===== config.mk =====
export PLATFORM = sky130hd
export DESIGN_NAME = fixed_partition_allocator_top
export DESIGN_NICKNAME = d
export VERILOG_FILES = /design/src/design/fpa_pkg.sv /design/src/design/fpa_ram.sv /design/src/design/fixed_partition_allocator_top.sv
export SDC_FILE = /design/constraint.sdc
export NUM_CORES = 1
export LEC_CHECK = 0
export ABC_AREA = 1
export BUFFER_PORTS_ARGS = -buffer_cell sky130_fd_sc_hd__buf_4
export CAP_MARGIN = 20
export CELL_PAD_IN_SITES_DETAIL_PLACEMENT = 0
export CELL_PAD_IN_SITES_GLOBAL_PLACEMENT = 2
export CORE_ASPECT_RATIO = 0.75
export CORE_UTILIZATION = 37
export DETAILED_ROUTE_END_ITERATION = 10
export GPL_TIMING_DRIVEN = 0
export PLACE_DENSITY_LB_ADDON = 0.2
export SETUP_SLACK_MARGIN = 0.02
export SLEW_MARGIN = 5
export SYNTH_ARGS = -nofsm -noshare
export SYNTH_HDL_FRONTEND = slang
export SYNTH_HIERARCHICAL = 1
export SYNTH_SLANG_ARGS = --single-unit

===== constraint.sdc =====
create_clock -name clk_i -period 3.5 [get_ports clk_i]
set_clock_uncertainty 0.2 [all_clocks]
set_input_delay 0.525 -clock clk_i [delete_from_list [all_inputs] [get_ports clk_i]]
set_output_delay 0.525 -clock clk_i [all_outputs]
set_load 0.02 [all_outputs]

===== src/design/fpa_pkg.sv =====
`default_nettype none

package fpa_pkg;

  typedef enum logic [1:0] {
    ST_IDLE,
    ST_MOD,
    ST_SCAN,
    ST_FIN
  } fpa_state_e;

  // request actions
  localparam logic [1:0] ACT_ALLOC = 2'd0;
  localparam logic [1:0] ACT_FREE  = 2'd1;
  localparam logic [1:0] ACT_LOAD  = 2'd2;

  // allocate policies
  localparam logic [1:0] POL_FIRST = 2'd0;
  localparam logic [1:0] POL_BEST  = 2'd1;
  localparam logic [1:0] POL_WORST = 2'd2;
  localparam logic [1:0] POL_NEXT  = 2'd3;

  // result status codes
  localparam logic [1:0] STS_OK       = 2'd0;
  localparam logic [1:0] STS_NOFIT    = 2'd1;
  localparam logic [1:0] STS_NOTFOUND = 2'd2;
  localparam logic [1:0] STS_BADIDX   = 2'd3;

  localparam logic [4:0]  CFG_RESET = 5'd10;
  localparam logic [15:0] ID_FIRST  = 16'd1;
  localparam logic [15:0] ID_LAST   = 16'hFFFF;

  // size of each partition straight after reset
  function automatic logic [31:0] init_size(input logic [31:0] idx);
    logic [31:0] val;
    case (idx)
      32'd0:   val = 32'd100;
      32'd1:   val = 32'd500;
      32'd2:   val = 32'd200;
      32'd3:   val = 32'd300;
      32'd4:   val = 32'd600;
      32'd5:   val = 32'd150;
      32'd6:   val = 32'd400;
      32'd7:   val = 32'd250;
      32'd8:   val = 32'd350;
      32'd9:   val = 32'd120;
      default: val = 32'd0;
    endcase
    return val;
  endfunction

endpackage

`default_nettype wire


===== src/design/fpa_ram.sv =====
`default_nettype none

module fpa_ram #(
  parameter int WIDTH = 16,
  parameter int DEPTH = 16
) (
  input  wire logic                     clk_i,
  input  wire logic                     we_i,
  input  wire logic [$clog2(DEPTH)-1:0] waddr_i,
  input  wire logic [WIDTH-1:0]         wdata_i,
  input  wire logic                     re_i,
  input  wire logic [$clog2(DEPTH)-1:0] raddr_i,
  output logic      [WIDTH-1:0]         rdata_o
);

  logic [WIDTH-1:0] mem_q [DEPTH];
  logic [WIDTH-1:0] rdata_q;

  always_ff @(posedge clk_i) begin
    if (we_i) begin
      mem_q[waddr_i] <= wdata_i;
    end
    if (re_i) begin
      rdata_q <= mem_q[raddr_i];
    end
  end

  assign rdata_o = rdata_q;

endmodule

`default_nettype wire


===== src/design/fixed_partition_allocator_top.sv =====
`default_nettype none
// channel   | handshake                      | payload
// ----------+--------------------------------+---------------------------------------------
// request   | in_valid_i / in_ready_o        | action, policy, request_size, process_id,
//           |                                | entry_index, entry_size
// result    | out_valid_o / out_ready_i      | status, partition_index, assigned_id,
//           |                                | partition_size
// config    | cfg_we_i (no wait)             | cfg_wdata_i = partitions_in_use
//
// one item at a time, ready low from the accept edge until the result register is loaded
// load-size, unknown action and free of id zero go straight to the final state to load the result
// a scan reads one entry a cycle over the n active partitions before the final state
// next fit first folds the rover below n in ST_MOD by repeated subtraction of n
// reset clears control, occupied marks and size valid marks; no clearing pass is needed
// a stalled result does not stop the next item being taken; that item waits in its final state

module fixed_partition_allocator_top #(
  parameter int PARTITIONS = 16,
  parameter int SIZE_BITS  = 16
) (
  input  wire logic        clk_i,
  input  wire logic        rst_ni,
  input  wire logic        cfg_we_i,
  input  wire logic [4:0]  cfg_wdata_i,
  input  wire logic        in_valid_i,
  output logic             in_ready_o,
  input  wire logic [1:0]  action_i,
  input  wire logic [1:0]  policy_i,
  input  wire logic [15:0] request_size_i,
  input  wire logic [15:0] process_id_i,
  input  wire logic [3:0]  entry_index_i,
  input  wire logic [15:0] entry_size_i,
  output logic             out_valid_o,
  input  wire logic        out_ready_i,
  output logic [1:0]       status_o,
  output logic [3:0]       partition_index_o,
  output logic [15:0]      assigned_id_o,
  output logic [15:0]      partition_size_o
);

  import fpa_pkg::*;

  localparam int IDX_W = $clog2(PARTITIONS);
  localparam int CNT_W = $clog2(PARTITIONS + 1);
  localparam int CMP_W = (SIZE_BITS > 16) ? SIZE_BITS : 16;

  // control state
  fpa_state_e            state_q, state_d;
  logic [4:0]            cfg_q;
  logic [CNT_W-1:0]      n_q, n_d;
  logic [IDX_W-1:0]      at_q, at_d;          // next address to issue
  logic [CNT_W-1:0]      cnt_q, cnt_d;        // addresses issued so far
  logic                  p_vld_q, p_vld_d;    // ram read data belongs to a scan step
  logic [IDX_W-1:0]      p_at_q, p_at_d;
  logic                  found_q, found_d;
  logic [IDX_W-1:0]      pick_q, pick_d;
  logic [SIZE_BITS-1:0]  pick_size_q, pick_size_d;
  logic [PARTITIONS-1:0] occ_q, occ_d;
  logic [PARTITIONS-1:0] svld_q, svld_d;      // size entry written since reset
  logic [IDX_W-1:0]      rover_q, rover_d;
  logic [15:0]           id_q, id_d;
  logic                  out_vld_q, out_vld_d;

  // request payload, held for the whole item
  logic [1:0]  act_q;
  logic [1:0]  pol_q;
  logic [15:0] need_q;
  logic [15:0] pid_q;
  logic [3:0]  eidx_q;
  logic [15:0] esize_q;

  // result register
  logic [1:0]  out_status_q;
  logic [3:0]  out_idx_q;
  logic [15:0] out_id_q;
  logic [15:0] out_size_q;

  logic                 accept;
  logic                 commit;
  logic                 scan_iss;
  logic [CNT_W-1:0]     n_cfg;
  logic [SIZE_BITS-1:0] size_rdata;
  logic [15:0]          owner_rdata;
  logic [SIZE_BITS-1:0] size_eff;
  logic                 hit;
  logic                 better;
  logic                 first_like;
  logic                 eidx_ok;
  logic                 owner_we;
  logic                 size_we;
  logic [1:0]           res_status;
  logic [3:0]           res_idx;
  logic [15:0]          res_id;
  logic [15:0]          res_size;

  assign in_ready_o = (state_q == ST_IDLE);
  assign accept     = in_valid_i && in_ready_o;

  // out-of-range counts clamp to one and to the table depth
  always_comb begin
    if (cfg_q == 5'd0) begin
      n_cfg = CNT_W'(1);
    end else if (32'(cfg_q) > PARTITIONS) begin
      n_cfg = CNT_W'(PARTITIONS);
    end else begin
      n_cfg = CNT_W'(cfg_q);
    end
  end

  // entries never loaded read as their reset size
  assign size_eff = svld_q[p_at_q] ? size_rdata
                                   : SIZE_BITS'(init_size(32'(p_at_q)));

  // shared scan evaluation: fit test for allocate, owner match for free
  assign hit = (act_q == ACT_ALLOC)
             ? (!occ_q[p_at_q] && (CMP_W'(size_eff) >= CMP_W'(need_q)))
             : (occ_q[p_at_q] && (owner_rdata == pid_q));
  assign better = !found_q ||
                  ((pol_q == POL_BEST) ? (size_eff < pick_size_q)
                                       : (size_eff > pick_size_q));
  assign first_like = (act_q == ACT_FREE) || (pol_q == POL_FIRST) || (pol_q == POL_NEXT);
  assign eidx_ok    = (32'(eidx_q) < PARTITIONS);

  // result of the finished item
  always_comb begin
    res_status = STS_BADIDX;
    res_idx    = 4'd0;
    res_id     = 16'd0;
    res_size   = 16'd0;
    case (act_q)
      ACT_ALLOC: begin
        if (found_q) begin
          res_status = STS_OK;
          res_idx    = 4'(pick_q);
          res_id     = id_q;
          res_size   = 16'(pick_size_q);
        end else begin
          res_status = STS_NOFIT;
        end
      end
      ACT_FREE: begin
        if (found_q) begin
          res_status = STS_OK;
          res_idx    = 4'(pick_q);
          res_size   = 16'(pick_size_q);
        end else begin
          res_status = STS_NOTFOUND;
        end
      end
      ACT_LOAD: begin
        if (eidx_ok) begin
          res_status = STS_OK;
          res_idx    = eidx_q;
          res_size   = 16'(SIZE_BITS'(esize_q));
        end
      end
      default: begin
        res_status = STS_BADIDX;
      end
    endcase
  end

  // sequencer
  always_comb begin
    state_d     = state_q;
    n_d         = n_q;
    at_d        = at_q;
    cnt_d       = cnt_q;
    p_at_d      = at_q;
    found_d     = found_q;
    pick_d      = pick_q;
    pick_size_d = pick_size_q;
    occ_d       = occ_q;
    svld_d      = svld_q;
    rover_d     = rover_q;
    id_d        = id_q;
    out_vld_d   = out_vld_q && !out_ready_i;
    scan_iss    = 1'b0;
    commit      = 1'b0;

    unique case (state_q)
      ST_IDLE: begin
        if (in_valid_i) begin
          n_d     = n_cfg;
          at_d    = '0;
          cnt_d   = '0;
          found_d = 1'b0;
          case (action_i)
            ACT_ALLOC: begin
              if (policy_i == POL_NEXT) begin
                at_d    = rover_q;
                state_d = ST_MOD;
              end else begin
                state_d = ST_SCAN;
              end
            end
            ACT_FREE: begin
              state_d = (process_id_i != 16'd0) ? ST_SCAN : ST_FIN;
            end
            default: begin
              state_d = ST_FIN;
            end
          endcase
        end
      end

      ST_MOD: begin
        // rover may lie above a shrunk count
        if (CNT_W'(at_q) >= n_q) begin
          at_d = IDX_W'(CNT_W'(at_q) - n_q);
        end else begin
          state_d = ST_SCAN;
        end
      end

      ST_SCAN: begin
        if (p_vld_q && hit && (first_like || better)) begin
          found_d     = 1'b1;
          pick_d      = p_at_q;
          pick_size_d = size_eff;
        end
        if (p_vld_q && hit && first_like) begin
          state_d = ST_FIN;
        end else if ((cnt_q == n_q) && !p_vld_q) begin
          state_d = ST_FIN;
        end else if (cnt_q < n_q) begin
          scan_iss = 1'b1;
          cnt_d    = cnt_q + CNT_W'(1);
          at_d     = ((CNT_W'(at_q) + CNT_W'(1)) == n_q) ? '0 : at_q + IDX_W'(1);
        end
      end

      ST_FIN: begin
        if (!out_vld_q || out_ready_i) begin
          commit    = 1'b1;
          out_vld_d = 1'b1;
          state_d   = ST_IDLE;
          if ((act_q == ACT_ALLOC) && found_q) begin
            occ_d[pick_q] = 1'b1;
            id_d          = (id_q == ID_LAST) ? ID_FIRST : id_q + 16'd1;
            if (pol_q == POL_NEXT) begin
              rover_d = ((CNT_W'(pick_q) + CNT_W'(1)) == n_q) ? '0 : pick_q + IDX_W'(1);
            end
          end
          if ((act_q == ACT_FREE) && found_q) begin
            occ_d[pick_q] = 1'b0;
          end
          if ((act_q == ACT_LOAD) && eidx_ok) begin
            svld_d[IDX_W'(eidx_q)] = 1'b1;
          end
        end
      end

      default: begin
        state_d = ST_IDLE;
      end
    endcase
  end

  assign p_vld_d  = scan_iss && (state_d == ST_SCAN);
  assign owner_we = commit && (act_q == ACT_ALLOC) && found_q;
  assign size_we  = commit && (act_q == ACT_LOAD) && eidx_ok;

  always_ff @(posedge clk_i or negedge rst_ni) begin
    if (!rst_ni) begin
      state_q   <= ST_IDLE;
      cfg_q     <= CFG_RESET;
      n_q       <= CNT_W'(1);
      at_q      <= '0;
      cnt_q     <= '0;
      p_vld_q   <= 1'b0;
      p_at_q    <= '0;
      found_q   <= 1'b0;
      pick_q    <= '0;
      occ_q     <= '0;
      svld_q    <= '0;
      rover_q   <= '0;
      id_q      <= ID_FIRST;
      out_vld_q <= 1'b0;
    end else begin
      state_q   <= state_d;
      if (cfg_we_i) begin
        cfg_q <= cfg_wdata_i;
      end
      n_q       <= n_d;
      at_q      <= at_d;
      cnt_q     <= cnt_d;
      p_vld_q   <= p_vld_d;
      p_at_q    <= p_at_d;
      found_q   <= found_d;
      pick_q    <= pick_d;
      occ_q     <= occ_d;
      svld_q    <= svld_d;
      rover_q   <= rover_d;
      id_q      <= id_d;
      out_vld_q <= out_vld_d;
    end
  end

  // payload registers
  always_ff @(posedge clk_i) begin
    pick_size_q <= pick_size_d;
    if (accept) begin
      act_q   <= action_i;
      pol_q   <= policy_i;
      need_q  <= request_size_i;
      pid_q   <= process_id_i;
      eidx_q  <= entry_index_i;
      esize_q <= entry_size_i;
    end
    if (commit) begin
      out_status_q <= res_status;
      out_idx_q    <= res_idx;
      out_id_q     <= res_id;
      out_size_q   <= res_size;
    end
  end

  // partition sizes
  fpa_ram #(
    .WIDTH (SIZE_BITS),
    .DEPTH (PARTITIONS)
  ) u_size_ram (
    .clk_i   (clk_i),
    .we_i    (size_we),
    .waddr_i (IDX_W'(eidx_q)),
    .wdata_i (SIZE_BITS'(esize_q)),
    .re_i    (scan_iss),
    .raddr_i (at_q),
    .rdata_o (size_rdata)
  );

  // owner ids, used only behind a set occupied mark
  fpa_ram #(
    .WIDTH (16),
    .DEPTH (PARTITIONS)
  ) u_owner_ram (
    .clk_i   (clk_i),
    .we_i    (owner_we),
    .waddr_i (pick_q),
    .wdata_i (id_q),
    .re_i    (scan_iss),
    .raddr_i (at_q),
    .rdata_o (owner_rdata)
  );

  assign out_valid_o       = out_vld_q;
  assign status_o          = out_status_q;
  assign partition_index_o = out_idx_q;
  assign assigned_id_o     = out_id_q;
  assign partition_size_o  = out_size_q;

endmodule

`default_nettype wire


==> summary.md <==
| Metric | Value |
|---|---|
| Cell with the most instances after synthesis | nand2_1 |
| CP required | roughly 3.7 ns |
| CP endpoint | u_owner_ram/rdata_o[14]$_DFFE_PP_ |
| Via-to-Cell Ratio | roughly 5 |
| Skew-Pair Late Insertion Delay | approximately 0.65 ns |
| Layout cell share with drive strength beyond 1 | approximately 14% |
| Cell Area, Synth | between 30,000 and 40,000 µm² |
| Worst reg-to-reg path cell count | 25 |
| Hold Path Depth | 3 |
| Ys flop type | edfxtp_1 |
| Setup crit end kind | flop |
| Top-Level Pins | between 100 and 150 |
| Net Switching | roughly 12 mW |
| DP Wirelength | 71.2 mm |
| Yosys top cell area share | about three fifths |
| Gpl congestion | 0.882 |
| Largest net degree at the start of global routing | a little over 60 |
| Final Hold Vio Count | 0 |
| #FFs+latches synth | between 700 and 800 |
| Slew Limit Headroom | about a quarter |
| EDFF count, synth | roughly 650 |
| Clk buf depth | 3 |
| LEAKAGE | 16.7 nW |
| Synth Instances | 3,181 |
| Combinational power share | about a third |
| Final setup fails | between 60 and 70 |
| Filler cell count in the final layout | 8,137 |
| Clock buffer count from CTS | 81 |
| FF-to-FF End | u_owner_ram/rdata_o[14]$_DFFE_PP_ |
| Hold WC Path Type | in2reg |
| CTS tree | done |
| Die width | ~350 µm |
| CTS H-tree lvls | 3 |
| GRT Total Usage | between 20% and 30% |
| First-pass iteration count of the detailed router | 5 |
| Status | finished with violations |
| Die height | approximately 260 µm |
| Reg clk slew, reported paths | roughly 0.06 ns |
| Post-layout util | a little under half |
| Routed wire per std cell | 21.9 µm |
| Fin nets | about 3,600 |
| Failing checks | negative setup slack |
| Synth top area cells | edfxtp_1, nand2_1, nand3_1 |
| Initial Util | ~37% |
| Sequential power share | between 30 and 40% |
| YS warnings | 6 |
| Setup Total Neg Slack | -19.31 ns |
| CTS Root Buffer Type | clkbuf_16 |
| Startpoint class of the critical path | flop |
| Crit path from | p_at_q[0]$_DFF_PN0_ |
| Avg Cell Area, Syn | 10.4 µm² |
| Async S/R FF share, synth | between 10% and 20% |
| Reg2reg setup slack | -0.33 ns |
| Maxcap violations | 0 |
| Worst r2r src | p_at_q[0]$_DFF_PN0_ |
| Pins Over Slew Limit | 0 |
| Sequential area share after synthesis | around two thirds |
| Tmin final | around 3.8 ns |
| Cell accounting for the most synthesized area | edfxtp_1 |
| Row Count | 94 |
| Crit-path max FO | 33 |
| DR iter-0 viols | ~2,100 |
| Setup ws final | -0.329 ns |
| Detail Route Antenna Nets | 0 |
| Area growth syn-to-layout | 20.6% |
| Internal cell power | about 19 mW |
| Worst EP arrival | between 3 and 4 ns |
| Port bufs | 104 |
| Yosys cell types | 55 |
| Clk sink count | about 740 |
| Most frequent cells after synthesis | nand2_1, edfxtp_1, inv_1, nand3_1, nor2_1 |
| First-pass GRT wire length | roughly 150 mm |
| Final WL | approximately 100 mm |
| Worst slew pin tran | ~1.1 ns |
| Initial antenna violation count | 3 |
| Worst vdd ir | about 440 µV |
| Core footprint | about 88,000 µm² |
| Register Area | about 22,000 µm² |
| Area of the multi-input gates | about 8800 µm² |
| Fmax | 261 MHz |
| Gr ovfl total | 0 |
| Final worst path period share | 109% |
| Critical path type | reg2reg |
| Syn Nets | 3,306 |
| Vias in the first global route | roughly 23,000 |
| Routed vias | ~24,000 |
| Die area | 90,200 µm² |
| Net Sw Frac | a little under two fifths |
| Clock Power Share | between 20% and 30% |
| DRC Markers | 0 |
| PD cells | 767 nW/µm² |
| RSZ-0062 raised after global routing | yes |
[worst min path at each step]
stage	from	endpoint	slack (ns)
2_1_floorplan	rst_ni	at_q[0]$_DFFE_PN0P_	0.03
3_3_place_gp	svld_q[10]$_DFFE_PN0P_	svld_q[10]$_DFFE_PN0P_	0.24
5_1_grt	cfg_we_i	cfg_q[3]$_DFFE_PN1P_	0.06
4_1_cts	cfg_we_i	cfg_q[3]$_DFFE_PN1P_	0.01
3_5_place_dp	svld_q[0]$_DFFE_PN0P_	svld_q[0]$_DFFE_PN0P_	0.26
6_report	cfg_we_i	cfg_q[3]$_DFFE_PN1P_	0.04
[repair_timing]
action	4_1_cts	5_1_grt
hold endpoints to repair	96	0
buffers inserted	14	7
resized for setup	59	35
cloned	3	1
hold buffers	62	0
setup endpoints to repair	64	64
pin swaps	6	19
[through the flow]
stage,power (mW),instance area [µm²],std cells,hold WS [ns],setup slack (ns)
floorplan,16.9,33000,3181,0.0294,0.0339
global placement,20.8,35200,4437,0.242,-0.843
detailed placement,21.0,35800,4470,0.257,-0.842
CTS,30.2,39400,4695,0.0114,-0.390
global route,32.1,39700,4704,0.0588,-0.574
finish,30.5,39700,4710,0.0422,-0.329
[power groups by stage]
stage / clock network, mW / logic, mW / registers [mW]
finish: 8.51 / 10.6 / 11.4
global route: 9.03 / 11.6 / 11.4
floorplan: 0 / 5.66 / 11.2
CTS: 8.74 / 10.1 / 11.4
global placement: 0 / 9.25 / 11.6
detailed placement: 0 / 9.41 / 11.6
[state kept, by name, indices dropped and copies added (netlist names), 5 cells and up]
signal,cells
u_owner_ram/mem_q,256
u_size_ram/mem_q,256
assigned_id_o,16
esize_q,16
id_q,16
need_q,16
occ_q,16
partition_size_o,16
pick_size_q,16
pid_q,16
svld_q,16
u_owner_ram/rdata_o,16
u_size_ram/rdata_o,16
cfg_q,5
cnt_q,5
n_q,5
[critical path, stage by stage (launching register included)]
cell and delay (ns):
dfrtp_2 0.48, buf_6 0.16, o21ai_2 0.13, a21oi_1 0.06
or2_1 0.25, a31oi_4 0.24, inv_4 0.09, buf_8 0.14
nand2_4 0.07, o31ai_4 0.06, buf_6 0.14, ha_4 0.26
nand2_2 0.05, nor2_2 0.08, and2_1 0.12, nor2_1 0.04
nand2_1 0.07, nand2_1 0.06, nand2_2 0.11, nand2_2 0.06
nand2_2 0.07, nand2_2 0.06, nor2_4 0.12, nand2_1 0.11
nand2_4 0.15, clkinv_16 0.14
[layout by cell type, fill, tap and decap left out, drive strengths merged, types with 9 or more instances in the layout]
cell | synthesis | routed
buf | 95 | 256
dfrtp | 80 | 80
o21bai | 9 | 9
inv | 555 | 559
nor2 | 129 | 129
clkinv | 2 | 34
edfxtp | 654 | 654
nand4 | 12 | 12
nor3 | 13 | 13
a31oi | 9 | 9
xnor2 | 11 | 11
a21oi | 65 | 65
nand2 | 890 | 890
dlygate4sd3 | 0 | 62
clkbuf | 24 | 128
xor2 | 15 | 15
ha | 58 | 58
o21ai | 77 | 77
nand3 | 425 | 425
nor4 | 11 | 11
[metal layers]
metal / global-route usage (%) / wire, µm / vias to the layer above
met1: 34.6 / 50300 / 11600
met5: 0 / 0 / -
met3: 6.10 / 8540 / 123
li1: - / - / 11100
met4: 5.38 / 2070 / 0
met2: 32.7 / 42100 / 751
[logic make-up (layout without fill, tap and decap cells)]
kind of cell,Yosys count,after routing,share of synthesized area [%]
DFF,738,738,66.0
muxes,2,2,0.0684
adders and majority gates,59,59,2.26
and+or+nand+nor,1492,1492,19.3
buffers and inverters,676,1047,8.45
xor gates and xnor gates,26,26,0.691
other,0,6,0
AOI/OAI and AO/OA,188,188,3.19
[cell type report]
class                           count  share of cell area [%]
Timing Repair Buffer              224                    5.54
Inverter                          557                    5.41
Timing Repair inverter              2                  0.0441
Sequential cell                   738                    54.7
Clock inverter                     42                   0.967
Antenna cell                        6                  0.0378
Buffer                            118                    1.79
Multi-Input combinational cell   1767                    22.2
Tap cell                         1152                    3.63
Clock buffer                      104                    5.61
(Power assumes the default switching activity.)
